**src/rtl/slfp_pkg.sv**
```systemverilog
// Package for the status line field parser: sizes, widths, result type, prefix table.
`timescale 1ns / 1ps

package slfp_pkg;

    // Field buffer sizes in characters, terminator included
    localparam int STATE_SIZE   = 16;
    localparam int MESSAGE_SIZE = 64;
    localparam int MODEL_SIZE   = 32;

    // Counter widths; a counter never exceeds SIZE-1
    localparam int STATE_CW = (STATE_SIZE > 1) ? $clog2(STATE_SIZE) : 1;
    localparam int MSG_CW   = (MESSAGE_SIZE > 1) ? $clog2(MESSAGE_SIZE) : 1;
    localparam int MDL_CW   = (MODEL_SIZE > 1) ? $clog2(MODEL_SIZE) : 1;

    // Width used to bring any counter to a common size before masking
    localparam int WIDE_W = 9;

    localparam logic [2:0] PREFIX_LEN = 3'd7;
    localparam logic [7:0] SEP_CHAR   = 8'h7C;   // '|'
    localparam logic [6:0] CTX_MAX    = 7'd100;
    localparam logic [6:0] ACC_SAT    = 7'd101;

    // field_sel codes
    localparam logic [1:0] SEL_NONE    = 2'd0;
    localparam logic [1:0] SEL_STATE   = 2'd1;
    localparam logic [1:0] SEL_MESSAGE = 2'd2;
    localparam logic [1:0] SEL_MODEL   = 2'd3;

    localparam logic signed [7:0] CTX_ABSENT = -8'sd1;

    typedef struct packed {
        logic [1:0]        field_sel;
        logic [7:0]        char_out;
        logic [5:0]        char_pos;
        logic              line_done;
        logic              line_ok;
        logic [3:0]        state_chars;
        logic [5:0]        message_len;
        logic [4:0]        model_chars;
        logic signed [7:0] ctx_percent;
    } result_t;

    // "STATUS|" one character per position; position 7 is never matched
    function automatic logic [7:0] prefix_char(input logic [2:0] idx);
        logic [7:0] c;
        case (idx)
            3'd0:    c = 8'h53;  // S
            3'd1:    c = 8'h54;  // T
            3'd2:    c = 8'h41;  // A
            3'd3:    c = 8'h54;  // T
            3'd4:    c = 8'h55;  // U
            3'd5:    c = 8'h53;  // S
            3'd6:    c = 8'h7C;  // |
            default: c = 8'h00;
        endcase
        return c;
    endfunction

    // space, tab, LF, VT, FF, CR
    function automatic logic is_space(input logic [7:0] c);
        return (c == 8'h20) || ((c >= 8'h09) && (c <= 8'h0D));
    endfunction

endpackage

```
**src/rtl/slfp_if.sv**
```systemverilog
// Channel interfaces for the status line field parser: input characters and results.
`timescale 1ns / 1ps

interface slfp_in_if;
    logic       valid;
    logic       ready;
    logic [7:0] ch;
    logic       end_of_line;

    modport source (output valid, output ch, output end_of_line, input ready);
    modport sink   (input valid, input ch, input end_of_line, output ready);
endinterface

interface slfp_out_if;
    logic              valid;
    logic              ready;
    logic [1:0]        field_sel;
    logic [7:0]        char_out;
    logic [5:0]        char_pos;
    logic              line_done;
    logic              line_ok;
    logic [3:0]        state_chars;
    logic [5:0]        message_len;
    logic [4:0]        model_chars;
    logic signed [7:0] ctx_percent;

    modport source (output valid, output field_sel, output char_out, output char_pos,
                    output line_done, output line_ok, output state_chars,
                    output message_len, output model_chars, output ctx_percent,
                    input ready);
    modport sink   (input valid, input field_sel, input char_out, input char_pos,
                    input line_done, input line_ok, input state_chars,
                    input message_len, input model_chars, input ctx_percent,
                    output ready);
endinterface

```
**src/rtl/status_line_field_parser.sv**
```systemverilog
// Top level of the status line field parser: per-character state update and result buffer.
`timescale 1ns / 1ps
//
// Usage:
//   chars   : one character item per cycle while chars.ready is high;
//             end_of_line = 1 closes the line (its ch is ignored). The line
//             must start with "STATUS|", then state|message|model|context.
//   results : exactly one item per input item, in order. A character that
//             lands in a field comes out with field_sel/char_pos; the
//             consumer keeps it only if the line's end item shows line_ok.
//             The end item carries line_done, line_ok, the three lengths and
//             ctx_percent (0..100, or -1 with no context field).
// Output: each result is registered, going through the skid stage first if the output stalls.
// Throughput: one item per cycle while chars.ready is high; the next parser state
//   is computed from the registered state and the incoming character.
// Stall: the output register plus a one-item skid stage keep chars.ready
//   high for one more item after the receiver stops; after that ready drops
//   until the skid stage drains. Nothing is lost or repeated.
// Reset: rst_n (async, active low) returns to prefix matching with all
//   counters cleared and both result stages empty. Every end-of-line item
//   also returns the parser to that state for the next line.
//

module status_line_field_parser
    import slfp_pkg::*;
(
    input  logic        clk,
    input  logic        rst_n,
    slfp_in_if.sink     chars,
    slfp_out_if.source  results
);

    typedef enum logic [2:0] {
        PH_PREFIX,
        PH_STATE,
        PH_MESSAGE,
        PH_MODEL,
        PH_CONTEXT,
        PH_FAIL
    } phase_t;

    typedef enum logic [1:0] {
        NP_SKIP,
        NP_DIGITS,
        NP_DONE
    } num_phase_t;

    // parser state
    phase_t              phase_reg,  phase_next;
    logic [2:0]          prefix_pos_reg, prefix_pos_next;
    logic [STATE_CW-1:0] state_count_reg, state_count_next;
    logic [MSG_CW-1:0]   message_count_reg, message_count_next;
    logic [MDL_CW-1:0]   model_count_reg, model_count_next;
    num_phase_t          num_phase_reg, num_phase_next;
    logic                num_neg_reg, num_neg_next;
    logic [6:0]          num_acc_reg, num_acc_next;

    // output register and skid stage
    result_t out_reg,  out_next;
    logic    out_valid_reg, out_valid_next;
    result_t skid_reg, skid_next;
    logic    skid_valid_reg, skid_valid_next;

    result_t res;
    logic    in_fire;
    logic    out_fire;

    logic [WIDE_W-1:0] state_w;
    logic [WIDE_W-1:0] message_w;
    logic [WIDE_W-1:0] model_w;
    logic [9:0]        acc_mul;
    logic [7:0]        c;

    assign chars.ready = !skid_valid_reg;
    assign in_fire     = chars.valid && chars.ready;
    assign out_fire    = out_valid_reg && results.ready;
    assign c           = chars.ch;

    assign state_w   = WIDE_W'(state_count_reg);
    assign message_w = WIDE_W'(message_count_reg);
    assign model_w   = WIDE_W'(model_count_reg);

    // accumulator * 10 + digit, saturated at 101 below
    assign acc_mul = 10'({num_acc_reg, 3'b000}) + 10'({num_acc_reg, 1'b0})
                   + 10'(c - 8'h30);

    // Next parser state and the result for the incoming item
    always_comb
    begin
        phase_next         = phase_reg;
        prefix_pos_next    = prefix_pos_reg;
        state_count_next   = state_count_reg;
        message_count_next = message_count_reg;
        model_count_next   = model_count_reg;
        num_phase_next     = num_phase_reg;
        num_neg_next       = num_neg_reg;
        num_acc_next       = num_acc_reg;

        res           = '0;
        res.field_sel = SEL_NONE;

        if (chars.end_of_line)
        begin
            res.line_done = 1'b1;
            if (phase_reg == PH_MESSAGE || phase_reg == PH_MODEL || phase_reg == PH_CONTEXT)
            begin
                res.line_ok     = 1'b1;
                res.state_chars = state_w[3:0];
                res.message_len = message_w[5:0];
                res.model_chars = (phase_reg == PH_MESSAGE) ? 5'd0 : model_w[4:0];
                if (phase_reg == PH_CONTEXT)
                begin
                    if (num_neg_reg)
                        res.ctx_percent = 8'sd0;
                    else if (num_acc_reg > CTX_MAX)
                        res.ctx_percent = 8'sd100;
                    else
                        res.ctx_percent = signed'({1'b0, num_acc_reg});
                end
                else
                begin
                    res.ctx_percent = CTX_ABSENT;
                end
            end
            // back to the start for the next line
            phase_next         = PH_PREFIX;
            prefix_pos_next    = '0;
            state_count_next   = '0;
            message_count_next = '0;
            model_count_next   = '0;
            num_phase_next     = NP_SKIP;
            num_neg_next       = 1'b0;
            num_acc_next       = '0;
        end
        else
        begin
            case (phase_reg)
                PH_PREFIX:
                begin
                    if (c == prefix_char(prefix_pos_reg))
                    begin
                        prefix_pos_next = prefix_pos_reg + 3'd1;
                        if (prefix_pos_next >= PREFIX_LEN)
                            phase_next = PH_STATE;
                    end
                    else
                    begin
                        phase_next = PH_FAIL;
                    end
                end
                PH_STATE:
                begin
                    if (c == SEP_CHAR)
                        phase_next = (state_count_reg == '0) ? PH_FAIL : PH_MESSAGE;
                    else if (state_count_reg >= STATE_CW'(STATE_SIZE - 1))
                        phase_next = PH_FAIL;
                    else
                    begin
                        res.field_sel    = SEL_STATE;
                        res.char_out     = c;
                        res.char_pos     = state_w[5:0];
                        state_count_next = state_count_reg + 1'b1;
                    end
                end
                PH_MESSAGE:
                begin
                    if (c == SEP_CHAR)
                        phase_next = PH_MODEL;
                    else if (message_count_reg < MSG_CW'(MESSAGE_SIZE - 1))
                    begin
                        res.field_sel      = SEL_MESSAGE;
                        res.char_out       = c;
                        res.char_pos       = message_w[5:0];
                        message_count_next = message_count_reg + 1'b1;
                    end
                end
                PH_MODEL:
                begin
                    if (c == SEP_CHAR)
                        phase_next = PH_CONTEXT;
                    else if (model_count_reg < MDL_CW'(MODEL_SIZE - 1))
                    begin
                        res.field_sel    = SEL_MODEL;
                        res.char_out     = c;
                        res.char_pos     = model_w[5:0];
                        model_count_next = model_count_reg + 1'b1;
                    end
                end
                PH_CONTEXT:
                begin
                    // atoi-style: skip whitespace, one sign, then digits
                    case (num_phase_reg)
                        NP_SKIP:
                        begin
                            if (!is_space(c))
                            begin
                                num_phase_next = NP_DIGITS;
                                if (c == 8'h2D)
                                    num_neg_next = 1'b1;
                                else if (c == 8'h2B)
                                    num_neg_next = num_neg_reg;
                                else if (c >= 8'h30 && c <= 8'h39)
                                    num_acc_next = (acc_mul > 10'(ACC_SAT)) ? ACC_SAT
                                                                            : acc_mul[6:0];
                                else
                                    num_phase_next = NP_DONE;
                            end
                        end
                        NP_DIGITS:
                        begin
                            if (c >= 8'h30 && c <= 8'h39)
                                num_acc_next = (acc_mul > 10'(ACC_SAT)) ? ACC_SAT
                                                                        : acc_mul[6:0];
                            else
                                num_phase_next = NP_DONE;
                        end
                        default:
                        begin
                            num_phase_next = num_phase_reg;
                        end
                    endcase
                end
                default:
                begin
                    phase_next = phase_reg;
                end
            endcase
        end
    end

    // Output register with one skid entry behind it
    always_comb
    begin
        out_next        = out_reg;
        out_valid_next  = out_valid_reg;
        skid_next       = skid_reg;
        skid_valid_next = skid_valid_reg;

        if (!out_valid_reg || out_fire)
        begin
            if (skid_valid_reg)
            begin
                out_next        = skid_reg;
                out_valid_next  = 1'b1;
                skid_valid_next = 1'b0;
            end
            else
            begin
                out_next       = res;
                out_valid_next = in_fire;
            end
        end
        else if (in_fire)
        begin
            skid_next       = res;
            skid_valid_next = 1'b1;
        end
    end

    always_ff @(posedge clk or negedge rst_n)
    begin
        if (!rst_n)
        begin
            phase_reg         <= PH_PREFIX;
            prefix_pos_reg    <= '0;
            state_count_reg   <= '0;
            message_count_reg <= '0;
            model_count_reg   <= '0;
            num_phase_reg     <= NP_SKIP;
            num_neg_reg       <= 1'b0;
            num_acc_reg       <= '0;
            out_reg           <= '0;
            out_valid_reg     <= 1'b0;
            skid_reg          <= '0;
            skid_valid_reg    <= 1'b0;
        end
        else
        begin
            if (in_fire)
            begin
                phase_reg         <= phase_next;
                prefix_pos_reg    <= prefix_pos_next;
                state_count_reg   <= state_count_next;
                message_count_reg <= message_count_next;
                model_count_reg   <= model_count_next;
                num_phase_reg     <= num_phase_next;
                num_neg_reg       <= num_neg_next;
                num_acc_reg       <= num_acc_next;
            end
            out_reg        <= out_next;
            out_valid_reg  <= out_valid_next;
            skid_reg       <= skid_next;
            skid_valid_reg <= skid_valid_next;
        end
    end

    assign results.valid       = out_valid_reg;
    assign results.field_sel   = out_reg.field_sel;
    assign results.char_out    = out_reg.char_out;
    assign results.char_pos    = out_reg.char_pos;
    assign results.line_done   = out_reg.line_done;
    assign results.line_ok     = out_reg.line_ok;
    assign results.state_chars = out_reg.state_chars;
    assign results.message_len = out_reg.message_len;
    assign results.model_chars = out_reg.model_chars;
    assign results.ctx_percent = out_reg.ctx_percent;

endmodule

```
**src/flat_wrapper.sv**
```systemverilog
// flat-port wrapper written by rule: the top's interface ports become plain ports
module status_line_field_parser_flat import slfp_pkg::*;
  (clk, rst_n, chars_valid, chars_ch, chars_end_of_line, chars_ready, results_valid, results_field_sel, results_char_out, results_char_pos, results_line_done, results_line_ok, results_state_chars, results_message_len, results_model_chars, results_ctx_percent, results_ready);
  slfp_in_if chars_i ();
  slfp_out_if results_i ();
  input  logic clk;
  input  logic rst_n;
  input wire logic [$bits(chars_i.valid)-1:0] chars_valid;
  input wire logic [$bits(chars_i.ch)-1:0] chars_ch;
  input wire logic [$bits(chars_i.end_of_line)-1:0] chars_end_of_line;
  output wire logic [$bits(chars_i.ready)-1:0] chars_ready;
  output wire logic [$bits(results_i.valid)-1:0] results_valid;
  output wire logic [$bits(results_i.field_sel)-1:0] results_field_sel;
  output wire logic [$bits(results_i.char_out)-1:0] results_char_out;
  output wire logic [$bits(results_i.char_pos)-1:0] results_char_pos;
  output wire logic [$bits(results_i.line_done)-1:0] results_line_done;
  output wire logic [$bits(results_i.line_ok)-1:0] results_line_ok;
  output wire logic [$bits(results_i.state_chars)-1:0] results_state_chars;
  output wire logic [$bits(results_i.message_len)-1:0] results_message_len;
  output wire logic [$bits(results_i.model_chars)-1:0] results_model_chars;
  output wire logic [$bits(results_i.ctx_percent)-1:0] results_ctx_percent;
  input wire logic [$bits(results_i.ready)-1:0] results_ready;
  assign chars_i.valid = chars_valid;
  assign chars_i.ch = chars_ch;
  assign chars_i.end_of_line = chars_end_of_line;
  assign chars_ready = chars_i.ready;
  assign results_valid = results_i.valid;
  assign results_field_sel = results_i.field_sel;
  assign results_char_out = results_i.char_out;
  assign results_char_pos = results_i.char_pos;
  assign results_line_done = results_i.line_done;
  assign results_line_ok = results_i.line_ok;
  assign results_state_chars = results_i.state_chars;
  assign results_message_len = results_i.message_len;
  assign results_model_chars = results_i.model_chars;
  assign results_ctx_percent = results_i.ctx_percent;
  assign results_i.ready = results_ready;
  status_line_field_parser u_core (.clk(clk), .rst_n(rst_n), .chars(chars_i), .results(results_i));
endmodule
```
**config.mk**
```make
export PLATFORM = sky130hd
export DESIGN_NAME = status_line_field_parser_flat
export DESIGN_NICKNAME = d
export VERILOG_FILES = /design/src/rtl/slfp_pkg.sv /design/src/rtl/slfp_if.sv /design/src/rtl/status_line_field_parser.sv /design/src/flat_wrapper.sv
export SDC_FILE = /design/constraint.sdc
export NUM_CORES = 1
export LEC_CHECK = 0
export ABC_AREA = 1
export BUFFER_PORTS_ARGS = -buffer_cell sky130_fd_sc_hd__buf_2
export CORE_MARGIN = 1.5
export CORE_UTILIZATION = 55
export CTS_CLUSTER_SIZE = 10
export DETAILED_ROUTE_END_ITERATION = 8
export GPL_TIMING_DRIVEN = 1
export PLACE_DENSITY = 0.74
export SYNTH_ARGS = -nofsm -noshare
export SYNTH_HDL_FRONTEND = slang
export SYNTH_SLANG_ARGS = --single-unit
```
**constraint.sdc**
```tcl
create_clock -name clk -period 4.9 [get_ports clk]
set_input_delay 0.245 -clock clk [delete_from_list [all_inputs] [get_ports clk]]
set_output_delay 0.245 -clock clk [all_outputs]
set_load 0.02 [all_outputs]
```
After elaboration in Yosys (flattened, before gate mapping):

Index checks and enable logic that the tools add are counted.

* output and inout port bits: 43
* RAM bits: 0
* ROM bits: 0
* bits in latches: 0
* memories kept: 0
* input bits: 13
* register bits after elaboration: 115

* equality and inequality tests: 27
* add/subtract/negate cells: 7
* shift-type cells: 0
* bitwise operators: 1
* $mul: 0
* reductions and logical operators: 38
* div/mod/pow operators: 0
* multiplexer cells: 66
* magnitude comparators: 10

Operators with widths (count)
* $mux W16: 6
* $mux W7: 8
* $pmux W16 S3: 1
* $mux W41: 1
* $pmux W7 S5: 1
* $mux W3: 11
* $mux W8: 4
* $mux W25: 1
* $mux W5: 5
* $eq A8 B6 Y1 const B: 3
* $mux W24: 1
* $mux W6: 4
* $reduce_bool A2 Y1: 11
* $ne A3 B3 Y1 const B: 6
* $mux W4: 4
* $mux W15: 1
* $mux W2: 7
* $pmux W7 S2: 1
* $eq A3 B2 Y1 const B: 4
* $eq A3 B3 Y1 const B: 4
* $pmux W3 S4: 1
* $reduce_and A4 Y1: 3
* $reduce_and A6 Y1: 2
* $add A10 B10 Y10: 1
* other kinds (38): 58

Logic depth before layout (Yosys ltp):

* depth in word-level cells: 11
* mapped depth: 18

Worst setup path after synthesis:

Ideal clock, no wire load.

* path type: input to register
* start point: input chars_ch[4]
* end point: register u_core.num_acc_reg[0]
* arrival time: 2.338 ns
* slack: 2.445 ns
* setup time: 0.117 ns
* cell stages on the path: 16
* required time: 4.783 ns
* path buffers: 0
* path through: ha_1 > nor2_1 > nor2_1 > fa_1 > inv_1 > ha_1 > nand2_1 > inv_1 > nand2_1 > nand3_1 > nand2_1 > nand2_1 > nor2_1 > nand4_1 > nand2_1 > nand2_1

* longest elaborated chain between the ends: 11

RTL lines
* start: declaration: line flat_wrapper.sv:9 `input wire logic [$bits(chars_i.ch)-1:0] chars_ch;`
* $sub A8 B6 Y9: line status_line_field_parser.sv:85 `+ 10'(c - 8'h30);`
* $add A10 B10 Y10: line status_line_field_parser.sv:85
* $gt A10 B7 Y1: line status_line_field_parser.sv:203, status_line_field_parser.sv:212
* $mux W7: line status_line_field_parser.sv:203, status_line_field_parser.sv:212
* $mux W7: line status_line_field_parser.sv:202, status_line_field_parser.sv:211
* $mux W7: line status_line_field_parser.sv:200 `else if (c == 8'h2B)`
* $mux W7: line status_line_field_parser.sv:198 `if (c == 8'h2D)`
* $mux W7: line status_line_field_parser.sv:195 `if (!is_space(c))`
* $pmux W7 S2: line status_line_field_parser.sv:192 `case (num_phase_reg)`
* $mux W7: line status_line_field_parser.sv:137 `case (phase_reg)`
* $mux W7: line status_line_field_parser.sv:102 `if (chars.end_of_line)`
* end signal: assignment: line status_line_field_parser.sv:288 `num_acc_reg <= num_acc_next;`
* end: declaration: line status_line_field_parser.sv:56 `logic [6:0] num_acc_reg, num_acc_next;`

Parallel ways exist; a longest one is shown, timed or not. The select of a mux whose other input is x is not followed.
A chain may end at the register's enable or synchronous reset.

Worst setup path in the final report:

* start point: register u_core.skid_valid_reg
* end point: register u_core.skid_reg[19] (netlist bit)

* longest elaborated chain between the ends: 3

RTL lines
* start: declaration: line status_line_field_parser.sv:62 `logic skid_valid_reg, skid_valid_next;`
* start signal: assignment: line status_line_field_parser.sv:293 `skid_valid_reg <= skid_valid_next;`
* $logic_not A1 Y1: line status_line_field_parser.sv:74 `assign chars.ready = !skid_valid_reg;`
* $logic_and A1 B1 Y1: line status_line_field_parser.sv:75 `assign in_fire = chars.valid && chars.ready;`
* $reduce_and A2 Y1 (no line)
* end signal: assignment: line status_line_field_parser.sv:292 `skid_reg <= skid_next;`
* end: declaration: line status_line_field_parser.sv:61 `result_t skid_reg, skid_next;`

Every way passes these cells.

==> results.py <==
metrics = {
    "clock_network": {
        "cts_tree": "built",
        "numClockSinks": 115,
        "clkLatencyLatePin_ps": 420,
        "clockBufferDepth": 2,
        "postCtsSetupBuffers": 0,
        "cts-root-buf": "clkbuf_16",
        "cts-resized-gates": 0,
        "htree_levels": 4,
        "cts_buffers": 17,
        "ctsHoldBuffers": 0,
        "path_clk_slew_ps": 60,
    },
    "outcome": {
        "violations": "hold timing",
        "status": "complete, but fails checks",
    },
    "worst_setup_path": {
        "crit_fanout": 70,
        "reg2reg_from": "u_core.skid_valid_reg$_DFFE_PN0P_",
        "arrival_ps": 3210,
        "r2r_setup_slack_ps": 2000,
        "startpoint_type": "flip-flop",
        "worstReg2RegEnd": "u_core.skid_reg[19]$_DFFE_PN0P_",
        "end_kind": "flip-flop",
        "critPathKind": "reg -> reg",
        "required_ps": 5210,
        "rr_worst_depth": 6,
    },
    "logic_synthesis": {
        "synth_seq_area_share_pct": 41.9,
        "synthesis.area_sq_um": 6860,
        "synth.distinct_cells": 43,
        "synth.avg_cell_area_sq_um": 7.79,
        "syn_inst": 881,
        "synth_seq_cells": 115,
        "synthArstFlopShare_pct": 100,
        "synth.net_count": 924,
        "synth_warnings": 0,
        "synth_edf_count": 0,
        "synth_flop_cell": "dfrtp_1",
    },
    "cells_and_area": {
        "n_antenna_cell": 0,
        "drive_above_1_share_pct": 15.6,
        "syn_to_final_growth_pct": 14.3,
        "final_area_sq_um": 7840,
        "nets": 964,
        "largest_reg_flops": 41,
        "layout_commonest_cell": "nand2_1",
        "layout_common_cells": "236 x nand2_1, 115 x dfrtp_1, 81 x nand3_1",
        "final-instance-count-excl-fill": 1102,
    },
    "sta": {
        "fin_skew_ps": 9.67,
        "hold_viol_final": 18,
        "max_freq_mhz": 345,
        "post-route-period-util_pct": 59.2,
        "rsz0062_at_grt": "no",
        "finalCriticalPeriod_ps": 2900,
        "worstMarginPinSlew_ps": 1080,
        "setup_violations": 0,
        "holdWs_ps": -11.8,
        "finalSetupTns_ps": 0,
        "slew_headroom_pct": 27.8,
        "slew_violations": 0,
    },
    "global_routing": {
        "grt_pass1_vias": 5595,
        "grt_use_total_pct": 27.2,
        "grt_pass1_wl_mm": 27.9,
        "grt-ovfl-total": 0,
        "antenna_found_initial": 0,
        "grt_max_degree": 80,
    },
    "run": {
        "maxCapViolCount": 0,
    },
    "detailed_routing": {
        "drt-wirelength-per-cell_um": 15.2,
        "first_pass_iters": 7,
        "drt-initial-drc-count": 559,
        "drt-vias-per-instance": 5.49,
        "antenna_left": 0,
        "drc": 0,
        "wl_mm": 16.8,
        "vias": 6048,
    },
    "floorplan": {
        "core_area_sq_um": 12100,
        "num_rows": 40,
        "io_pins": 56,
        "die_h_um": 115,
        "initial_core_util_pct": 56.7,
        "die_w_um": 115,
        "die_area_sq_um": 13200,
    },
    "pwr": {
        "p_leak_nw": 3.98,
        "power_mw": 3.85,
        "max-vdd-ir-drop_mv": 0.443,
        "powerDensity_nw_per_um2": 490,
    },
    "worst_hold_path": {
        "min_path_type": "in -> async",
    },
    "placement": {
        "io_buffers": 55,
        "dp.cells": 1070,
        "dpl.hpwl_mm": 11.6,
        "place_area_sq_um": 7200,
        "gp_congestion": 0.887,
    },
}
## cell families after synthesis
logic type	Yosys count	synth area share [%]
and+or+nand+nor	440	30.3
buffers and inverters	128	7.58
DFF	115	41.9
xor gates and xnor gates	9	1.15
adders and majority gates	30	6.13
AOI/OAI and AO/OA	159	12.9
## stage by stage
step | util, % | setup WS [ps]
2_1_floorplan | - | 2450
3_3_place_gp | 59.5 | 1900
3_5_place_dp | 59.5 | 1920
4_1_cts | 64.8 | 2020
5_1_grt | 64.8 | 1730
6_report | 64.8 | 2000
## routing by layer
| layer | up-vias | share of wire (%) | GRT usage (%) |
|---|---|---|---|
| met3 | 24 | 4.9 | 4.76 |
| met2 | 179 | 47 | 43.8 |
| met5 | - | 0 | 0 |
| met4 | 0 | 1.4 | 7.24 |
| li1 | 2989 | - | - |
| met1 | 2856 | 47 | 38.2 |
## worst max-delay path by stage
stage                     slack (ps)                               from                           endpoint  cells past startpoint
after global routing            1730  u_core.skid_valid_reg$_DFFE_PN0P_    u_core.skid_reg[19]$_DFFE_PN0P_                      6
after detailed placement        1920                        chars_ch[5]  u_core.num_acc_reg[6]$_DFFE_PN0P_                     18
after global placement          1900                        chars_ch[5]  u_core.num_acc_reg[5]$_DFFE_PN0P_                     18
final                           2000  u_core.skid_valid_reg$_DFFE_PN0P_    u_core.skid_reg[19]$_DFFE_PN0P_                      6
after CTS                       2020  u_core.skid_valid_reg$_DFFE_PN0P_    u_core.skid_reg[19]$_DFFE_PN0P_                      6
after floorplan                 2450                        chars_ch[4]  u_core.num_acc_reg[0]$_DFFE_PN0P_                     16
## final cells by class
| type | instances | area (sq um) |
|---|---|---|
| well taps | 168 | 210 |
| clock inverters | 14 | 200 |
| repair buffers | 58 | 300 |
| multi-input cells | 638 | 3460 |
| fillers | 1106 | 4270 |
| flip-flops and latches | 115 | 2880 |
| clock buffers | 18 | 439 |
| inverters | 91 | 352 |
## worst max-delay path, stage by stage, from the launching register on
cell and delay [ps]:
dfrtp_1 350, buf_4 250, inv_2 610, nand2_4 330, nor2_4 350, inv_2 480, o31ai_1 400
## report_power, final
part / switching (mW) / total (mW) / leakage, nW / internal, mW
clock network: 0.469 / 1.34 / 0.304 / 0.870
logic: 0.877 / 1.30 / 2.14 / 0.424
registers: 0.124 / 1.21 / 1.54 / 1.08
total: 1.47 / 3.85 / 3.98 / 2.38
## cells in the mapped netlist (5+ instances only)
cell,count,area (sq um)
o21a_1,7,52.6
a21oi_1,49,245
nor2_1,57,214
buf_4,6,45.0
inv_1,78,293
xor2_1,7,61.3
inv_2,11,41.3
or2_2,8,50.1
o21ai_1,15,75.1
dfrtp_1,115,2880
nand2_1,236,886
buf_2,6,30.0
o31ai_1,7,52.6
clkbuf_1,23,86.3
fa_1,6,120
o21ai_0,67,335
nand4_1,20,125
ha_1,24,300
nor3_1,5,25.0
nand3_1,81,405
nor2_2,6,37.5
No activity file was read; power rests on OpenSTA's default activity.
